[config.mk]
export PLATFORM = sky130hd
export DESIGN_NAME = inductor_normalize_diff_ratio
export DESIGN_NICKNAME = d
export VERILOG_FILES = /design/src/rtl/inr_pkg.sv /design/src/rtl/inductor_normalize_diff_ratio.sv
export SDC_FILE = /design/constraint.sdc
export NUM_CORES = 2
export LEC_CHECK = 0
export ABC_AREA = 1
export BUFFER_PORTS_ARGS = -buffer_cell sky130_fd_sc_hd__buf_2
export CAP_MARGIN = 0
export CORE_ASPECT_RATIO = 1.75
export CORE_MARGIN = 5
export CORE_UTILIZATION = 30
export DETAILED_ROUTE_END_ITERATION = 16
export PLACE_DENSITY = 0.46
export REMOVE_ABC_BUFFERS = 1
export SYNTH_ARGS = -nofsm -noshare
export SYNTH_HDL_FRONTEND = slang
export SYNTH_SLANG_ARGS = --single-unit
[constraint.sdc]
create_clock -name clock -period 10.31 [get_ports clock]
set_input_delay 1.5465 -clock clock [delete_from_list [all_inputs] [get_ports clock]]
set_output_delay 1.5465 -clock clock [all_outputs]
set_load 0.02 [all_outputs]
[src/rtl/inr_pkg.sv]
// types and constants for the inductor sensor front end
// no dependencies
package inr_pkg;
   localparam int unsigned SampleW = 12;
   typedef enum logic [1:0] {
      ACT_CLEAR = 2'd0, ACT_CAL = 2'd1, ACT_FINISH = 2'd2, ACT_MEASURE = 2'd3
   } action_type;
   typedef enum logic [1:0] {
      ST_OK = 2'd0, ST_RANGE = 2'd1, ST_SUM = 2'd2
   } status_type;
   localparam logic CSR_OUTER_GAIN = 1'b0;
   localparam logic CSR_INNER_GAIN = 1'b1;
   typedef enum logic [2:0] {
      S_IDLE, S_DIV_LVL, S_DIV_RATIO, S_STEER, S_DONE
   } state_type;
   typedef struct packed {
      logic [1:0] action;
      logic [SampleW-1:0] sample_left_outer;
      logic [SampleW-1:0] sample_left_inner;
      logic [SampleW-1:0] sample_right_inner;
      logic [SampleW-1:0] sample_right_outer;
   } req_type;
   typedef struct packed {
      logic signed [19:0] level_left_outer;
      logic signed [19:0] level_left_inner;
      logic signed [19:0] level_right_inner;
      logic signed [19:0] level_right_outer;
      logic signed [23:0] outer_ratio;
      logic signed [23:0] inner_ratio;
      logic signed [23:0] steer_error;
      logic [1:0] status;
   } rsp_type;
   localparam logic [12:0] MaxInit = 13'd1000;
   localparam logic [12:0] MinInit = 13'd5000;
   localparam logic [15:0] SpanR0 = 16'd1504;
   localparam logic [15:0] SpanR1 = 16'd1158;
   localparam logic [15:0] SpanR3 = 16'd2014;
endpackage

[src/rtl/inductor_normalize_diff_ratio.sv]
// inductor sensor front end top level: trackers, bit-serial divider, steering
// depends on inr_pkg
//
// channel  dir  handshake            payload
// req      in   req_valid/req_stall  inr_pkg::req_type
// rsp      out  rsp_valid/rsp_stall  inr_pkg::rsp_type
// csr      in   csr_valid/csr_ready  csr_index, csr_wdata
//
// clear, calibrate and finish go straight to the done state, which raises the result
// once the output is free; measure first runs four level divisions, two ratio
// divisions and the steering sum, and a bad span or a skipped pair skips its division
// one restoring divider, one quotient bit per cycle, serves all six divisions
// reset is synchronous and restores trackers, spans and gains
// the next item is taken in the cycle after a result is raised, a stalled result only
// holds the block in its last state
module inductor_normalize_diff_ratio (
   input  logic clock,
   input  logic reset,
   input  logic req_valid,
   output logic req_stall,
   input  inr_pkg::req_type req_data,
   output logic rsp_valid,
   input  logic rsp_stall,
   output inr_pkg::rsp_type rsp_data,
   input  logic csr_valid,
   output logic csr_ready,
   input  logic csr_index,
   input  logic [15:0] csr_wdata
);
   import inr_pkg::*;

   state_type state_ff, state_in;
   req_type item_ff;
   rsp_type res_ff;
   logic [12:0] tmax_ff [4];
   logic [12:0] tmin_ff [4];
   logic [12:0] floor_ff [4];
   logic signed [15:0] span_ff [4];
   logic signed [15:0] ogain_ff, igain_ff;
   logic signed [19:0] lvl_ff [4];
   logic signed [23:0] ro_ff, ri_ff;
   logic oo_ff, io_ff, rbad_ff, sbad_ff;
   logic [1:0] ch_ff;
   logic sel_ff;
   logic [5:0] cnt_ff;
   logic [41:0] quo_ff;
   logic [21:0] rem_ff;
   logic [21:0] dvs_ff;
   logic neg_ff;
   logic signed [41:0] acc_ff;
   logic rsp_valid_ff;

   logic [SampleW-1:0] req_smp [4];
   logic [22:0] trial;
   logic [5:0] nbits;
   logic [41:0] dividend_abs;
   logic [21:0] divisor_abs;
   logic negate;
   logic skip;
   logic pair_ok;
   logic rsp_free;
   logic signed [21:0] diff;
   logic signed [22:0] psum, pdif;
   logic [41:0] qnext;
   logic [41:0] qsigned;
   logic signed [41:0] prod;
   logic signed [41:0] accsum;
   logic signed [33:0] shifted;

   assign csr_ready = 1'b1;
   assign req_stall = (state_ff != S_IDLE);
   assign rsp_valid = rsp_valid_ff;
   assign rsp_data = res_ff;
   assign rsp_free = !rsp_valid_ff || !rsp_stall;
   assign req_smp[0] = req_data.sample_left_outer;
   assign req_smp[1] = req_data.sample_left_inner;
   assign req_smp[2] = req_data.sample_right_inner;
   assign req_smp[3] = req_data.sample_right_outer;
   assign trial = {rem_ff, quo_ff[41]} - {1'b0, dvs_ff};
   assign qnext = {quo_ff[40:0], ~trial[22]};
   assign qsigned = neg_ff ? (~qnext + 42'd1) : qnext;
   assign prod = sel_ff
      ? ($signed({{26{igain_ff[15]}}, igain_ff}) * $signed({{18{ri_ff[23]}}, ri_ff}))
      : ($signed({{26{ogain_ff[15]}}, ogain_ff}) * $signed({{18{ro_ff[23]}}, ro_ff}));
   assign accsum = acc_ff + prod;
   assign shifted = acc_ff[41:8];

   function automatic logic signed [19:0] sat20(input logic [41:0] v);
      if (!v[41] && v[41:19] != '0) return 20'sh7FFFF;
      if (v[41] && v[41:19] != '1) return -20'sh80000;
      return v[19:0];
   endfunction
   function automatic logic signed [23:0] sat24(input logic [41:0] v);
      if (!v[41] && v[41:23] != '0) return 24'sh7FFFFF;
      if (v[41] && v[41:23] != '1) return -24'sh800000;
      return v[23:0];
   endfunction

   always_comb begin
      logic [SampleW-1:0] s;
      s = '0;
      case (ch_ff)
         2'd0: s = item_ff.sample_left_outer;
         2'd1: s = item_ff.sample_left_inner;
         2'd2: s = item_ff.sample_right_inner;
         default: s = item_ff.sample_right_outer;
      endcase
      diff = $signed({10'd0, s}) - $signed({9'd0, floor_ff[ch_ff]});
      psum = sel_ff ? (lvl_ff[2] + lvl_ff[1]) : (lvl_ff[3] + lvl_ff[0]);
      pdif = sel_ff ? (lvl_ff[2] - lvl_ff[1]) : (lvl_ff[3] - lvl_ff[0]);
   end

   always_comb begin
      logic [21:0] dabs;
      logic [22:0] pabs;
      dabs = diff[21] ? 22'(-diff) : 22'(diff);
      pabs = pdif[22] ? 23'(-pdif) : 23'(pdif);
      pair_ok = sel_ff ? io_ff : oo_ff;
      if (state_ff == S_DIV_RATIO) begin
         dividend_abs = {3'd0, pabs, 16'd0};
         divisor_abs = psum[22] ? 22'(-psum) : 22'(psum);
         negate = pdif[22] ^ psum[22];
         nbits = 6'd42;
         skip = !pair_ok || (psum == '0);
      end else begin
         dividend_abs = {20'd0, dabs * 22'd100};
         divisor_abs = {6'd0, span_ff[ch_ff]};
         negate = diff[21];
         nbits = 6'd23;
         skip = (span_ff[ch_ff] <= 0);
      end
   end

   always_ff @(posedge clock) begin
      if (reset) begin
         state_ff <= S_IDLE;
         rsp_valid_ff <= 1'b0;
         ogain_ff <= 16'sd256;
         igain_ff <= 16'sd256;
         for (int i = 0; i < 4; i++) begin
            tmax_ff[i] <= MaxInit;
            tmin_ff[i] <= MinInit;
            floor_ff[i] <= '0;
         end
         span_ff[0] <= SpanR0;
         span_ff[1] <= SpanR1;
         span_ff[2] <= SpanR1;
         span_ff[3] <= SpanR3;
      end else begin
         state_ff <= state_in;
         if (csr_valid) begin
            if (csr_index == CSR_OUTER_GAIN) ogain_ff <= csr_wdata;
            else igain_ff <= csr_wdata;
         end
         if (state_ff == S_DONE && rsp_free) rsp_valid_ff <= 1'b1;
         else if (rsp_valid_ff && !rsp_stall) rsp_valid_ff <= 1'b0;
         case (state_ff)
            S_IDLE: begin
               if (req_valid && !req_stall) begin
                  item_ff <= req_data;
                  ch_ff <= 2'd0;
                  sel_ff <= 1'b0;
                  cnt_ff <= '0;
                  rbad_ff <= 1'b0;
                  sbad_ff <= 1'b0;
                  case (action_type'(req_data.action))
                     ACT_CLEAR: for (int i = 0; i < 4; i++) begin
                        tmax_ff[i] <= MaxInit;
                        tmin_ff[i] <= MinInit;
                     end
                     ACT_CAL: for (int i = 0; i < 4; i++) begin
                        if ({1'b0, req_smp[i]} > tmax_ff[i]) tmax_ff[i] <= {1'b0, req_smp[i]};
                        if ({1'b0, req_smp[i]} < tmin_ff[i]) tmin_ff[i] <= {1'b0, req_smp[i]};
                     end
                     ACT_FINISH: for (int i = 0; i < 4; i++) begin
                        floor_ff[i] <= tmin_ff[i];
                        span_ff[i] <= $signed({2'b0, tmax_ff[i], 1'b0}) - $signed({3'b0, tmin_ff[i]});
                     end
                     default: ;
                  endcase
               end
            end
            S_DIV_LVL, S_DIV_RATIO: begin
               if (cnt_ff == '0) begin
                  if (skip) begin
                     if (state_ff == S_DIV_LVL) begin
                        rbad_ff <= 1'b1;
                        lvl_ff[ch_ff] <= '0;
                        ch_ff <= ch_ff + 2'd1;
                     end else begin
                        if (pair_ok) sbad_ff <= 1'b1;
                        if (sel_ff) begin ri_ff <= '0; io_ff <= 1'b0; end
                        else begin ro_ff <= '0; oo_ff <= 1'b0; end
                        sel_ff <= ~sel_ff;
                     end
                  end else begin
                     quo_ff <= dividend_abs << (42 - nbits);
                     rem_ff <= '0;
                     dvs_ff <= divisor_abs;
                     neg_ff <= negate;
                     cnt_ff <= nbits;
                  end
               end else begin
                  if (!trial[22]) rem_ff <= trial[21:0];
                  else rem_ff <= {rem_ff[20:0], quo_ff[41]};
                  quo_ff <= qnext;
                  cnt_ff <= cnt_ff - 6'd1;
                  if (cnt_ff == 6'd1) begin
                     if (state_ff == S_DIV_LVL) begin
                        lvl_ff[ch_ff] <= sat20(qsigned);
                        ch_ff <= ch_ff + 2'd1;
                     end else begin
                        if (sel_ff) ri_ff <= sat24(qsigned);
                        else ro_ff <= sat24(qsigned);
                        sel_ff <= ~sel_ff;
                     end
                  end
               end
               if (state_ff == S_DIV_LVL && state_in == S_DIV_RATIO) begin
                  oo_ff <= (span_ff[0] > 0) && (span_ff[3] > 0);
                  io_ff <= (span_ff[1] > 0) && (span_ff[2] > 0);
                  sel_ff <= 1'b0;
                  acc_ff <= '0;
               end
            end
            S_STEER: begin
               acc_ff <= accsum;
               sel_ff <= ~sel_ff;
            end
            S_DONE: begin
               if (rsp_free) begin
                  if (item_ff.action == ACT_MEASURE) begin
                     res_ff.level_left_outer <= lvl_ff[0];
                     res_ff.level_left_inner <= lvl_ff[1];
                     res_ff.level_right_inner <= lvl_ff[2];
                     res_ff.level_right_outer <= lvl_ff[3];
                     res_ff.outer_ratio <= ro_ff;
                     res_ff.inner_ratio <= ri_ff;
                     res_ff.steer_error <= (oo_ff && io_ff) ? sat24({{8{shifted[33]}}, shifted}) : '0;
                     res_ff.status <= rbad_ff ? ST_RANGE : (sbad_ff ? ST_SUM : ST_OK);
                  end else begin
                     res_ff <= '0;
                  end
               end
            end
            default: ;
         endcase
      end
   end

   always_comb begin
      state_in = state_ff;
      case (state_ff)
         S_IDLE:
            if (req_valid && !req_stall)
               state_in = (req_data.action == ACT_MEASURE) ? S_DIV_LVL : S_DONE;
         S_DIV_LVL:
            if (ch_ff == 2'd3 && ((cnt_ff == 6'd1) || (cnt_ff == '0 && skip)))
               state_in = S_DIV_RATIO;
         S_DIV_RATIO:
            if (sel_ff && ((cnt_ff == 6'd1) || (cnt_ff == '0 && skip)))
               state_in = S_STEER;
         S_STEER:
            if (sel_ff) state_in = S_DONE;
         S_DONE:
            if (rsp_free) state_in = S_IDLE;
         default: state_in = S_IDLE;
      endcase
   end
endmodule

==> metrics.yaml <==
timing:
  rsz0062_at_grt: "no"
  fin_crit_sh_pct: 93.31
  worstMarginPinSlew_ns: 1.321
  hold_viol: 0
  fmax_mhz: 103.9
  drv_slew: 0
  setup_viol: 0
  period_needed_ns: 9.620
  relSlewSlack_pct: 11.62
  fin_setup_tns_ns: 0
  clock_skew_ns: 0.06296
cts:
  ctsResizeCount: 0
  htreeDepth: 3
  numCtsBuffers: 84
  cts_buffer_depth: 3
  clock-sinks: 720
  postCtsHoldBufs: 0
  post-cts-setup-buffers: 0
  cts-root-buf: "clkbuf_16"
  insertion_delay_ns: 0.75
  path_clk_slew_ns: 0.07
  cts_tree: "yes"
logic_synthesis:
  synth.area.top_cells: "edfxtp_1, fa_1, inv_1"
  avgSynthCellArea_sq_um: 8.161
  ys_types: 67
  seq_area_frac_synth_pct: 28.35
  yosys.area.top_type: "edfxtp_1"
  synth_seq_cells: 720
  synth_ff_type: "edfxtp_1"
  syn_inst: 9063
  yosys_warnings: 0
  synthArstFlopShare_pct: 0
  syn_area_sq_mm: 0.07396
  synth_edf_count: 655
  yosys.area.top_type_share_pct: 26.59
global_route:
  grt_max_degree: 75
  met1_usage_pct: 20.77
  grt_use_met3_pct: 2.214
  grt_use_total_pct: 22.25
  grt_pass1_wl_microns: 420400
  overflow: 0
  top_usage_layer: "met2"
  grt_pass1_vias: 64628
  use_met2_pct: 43.68
  antenna_found_initial: 9
place:
  placement.io_buffers: 227
  post_dp_cell_area_sq_mm: 0.07881
  place_congestion: 0.9563
  dp_hpwl_microns: 239900
detailed_routing:
  detail-route-antenna-nets: 0
  vias: 60740
  wl_per_cell_microns: 23.08
  vias_per_cell: 4.853
  drtPass1Iterations: 9
  wl_microns: 288900
  drc: 0
  dr.first_iter.drc_count: 3671
floorplanning:
  core_area_sq_mm: 0.2458
  die_height_microns: 666.8
  dieArea_sq_mm: 0.2570
  pin_count: 229
  rows: 241
  initial_utilization_pct: 30.10
  die_x_microns: 385.3
min_path:
  hp-start: "tmin_ff[2][11]"
  hp-class: "flop to flop"
  hold_end: "tmin_ff[2][11]"
  hold_path_depth: 2
layout:
  design_area_sq_mm: 0.08169
  nets: 10550
  drive_gt1_share_pct: 6.395
  fill_cells: 26082
  syn_to_final_growth_pct: 10.45
  multi_input_area_sq_mm: 0.04411
  regArea_sq_mm: 0.02097
  post-route-util_pct: 33.24
critical_path:
  critPathRequiredTime_ns: 10.80
  worstPathArrival_ns: 10.11
  crit_fanout: 17
  r2r_setup_slack_ns: 0.69
  cpMaxStageDelayCell: "edfxtp_1"
  crit_path_start_kind: "flop"
  slowest_delay_ns: 0.97
  path_class: "flop to flop"
  r2r_start: "ro_ff[12]"
  timing.rr.end: "acc_ff[40]"
  cp-end-kind: "flop"
  cpMostUsedCell: "o21ai_0"
  r2r_cells: 34
power:
  irDropWorstVdd_mv: 0.2127
  pwr_density_cell_mw_per_mm2: 218.6
  total_leakage_power_nw: 40.38
job:
  max_cap_viol_count: 0
status:
  status: "complete, no violations"
## cell type report
class,instances,area share [%]
clock buffer,102,2.694
clock inverter,55,0.7980
inverter,2024,9.302
antenna,10,0.03063
timing repair buffer,341,2.484
sequential,720,25.67
tap,3280,5.024
multi-input combinational,5984,54.00
## critical path, delay by kind of cell, from the launching register on
family / cells / cell delay, ns
compound gates: 13 / 3.20
buf+inv: 4 / 0.21
simple gates: 9 / 1.19
fa+ha+maj: 8 / 3.78
flops: 1 / 0.97
## cell usage after synthesis (20+ instances only)
cell	count
o21ai_0	380
fa_1	773
nor3_1	70
nor4_1	30
o22ai_1	23
edfxtp_1	655
clkbuf_1	286
inv_1	2002
a21oi_1	536
nand2_1	1913
dfxtp_1	65
buf_2	26
o21a_1	37
xnor2_1	57
a21o_1	20
nand3_1	325
nor2_1	779
nand4_1	82
ha_1	550
xor2_1	106
o21bai_1	23
or2_2	32
a31oi_1	33
o211ai_1	20
## per-stage QoR
stage          instances  setup WS (ns)  hold slack [ns]  power [mW]
2_1_floorplan       8728          1.105           0.4409       10.83
3_3_place_gp       12349         0.8672           0.4533       14.67
3_5_place_dp       12349         0.7619           0.4561       14.61
4_1_cts            12506         0.7686           0.4656       17.99
5_1_grt            12509         0.3960           0.4884       19.31
6_report           12516         0.6895           0.4657       17.85
## how the worst max path moves through the flow
stage | from | end | slack [ns] | cells past startpoint
floorplan | reset | rsp_data[0] | 1.11 | 3
global placement | ro_ff[12] | acc_ff[40] | 0.87 | 34
detailed placement | ro_ff[12] | acc_ff[40] | 0.76 | 34
CTS | ro_ff[12] | acc_ff[40] | 0.77 | 34
global route | ro_ff[12] | acc_ff[40] | 0.40 | 34
finish | ro_ff[12] | acc_ff[40] | 0.69 | 34
## cells in the final DEF (no fill, tap or decap), types with 23 or more instances in the layout
cell type / count
a21oi_1: 535
a31oi_1: 33
buf_2: 227
buf_4: 111
clkbuf_16: 85
dfxtp_1: 64
edfxtp_1: 655
fa_1: 773
ha_1: 550
inv_1: 2001
nand2_1: 1910
nand3_1: 325
nand4_1: 82
nor2_1: 771
nor3_1: 67
nor4_1: 30
o21a_1: 37
o21ai_0: 380
o21bai_1: 23
o22ai_1: 23
or2_2: 31
xnor2_1: 57
xor2_1: 106
## registers in the layout, summed over array words and instances, names as in the netlist, 16 cells and up, named ones only
register  cells
acc_ff       42
quo_ff       42
lvl_ff       80
rem_ff       22
tmin_ff      52
tmax_ff      48
ogain_ff     16
igain_ff     16
dvs_ff       22
span_ff      56
ro_ff        24
ri_ff        24
item_ff      50
rsp_data    154
floor_ff     52
## per-layer routing
metal,vias to the layer above,wire [microns]
li1,28464,-
met1,29910,92440
met2,1683,159200
met3,679,10060
met4,4,27110
met5,-,21
## report_power, final
group          internal [mW]  switching [mW]
Combinational           3.79            7.49
Clock                   1.78            1.45
Sequential              3.26          0.0839
## cell families (layout without fill, tap and decap cells)
logic type | count (synthesis) | after routing | synth area share [%]
DFF | 720 | 720 | 28.35
muxes | 7 | 7 | 0.09474
buffers and inverters | 2367 | 2522 | 12.16
adders and majority gates | 1323 | 1323 | 30.23
and+or+nand+nor | 3283 | 3283 | 18.12
AOI/OAI and AO/OA | 1196 | 1196 | 9.069
xor gates and xnor gates | 165 | 165 | 1.974
other | 2 | 20 | 0.01015
Power figures use the tool's default switching activity.
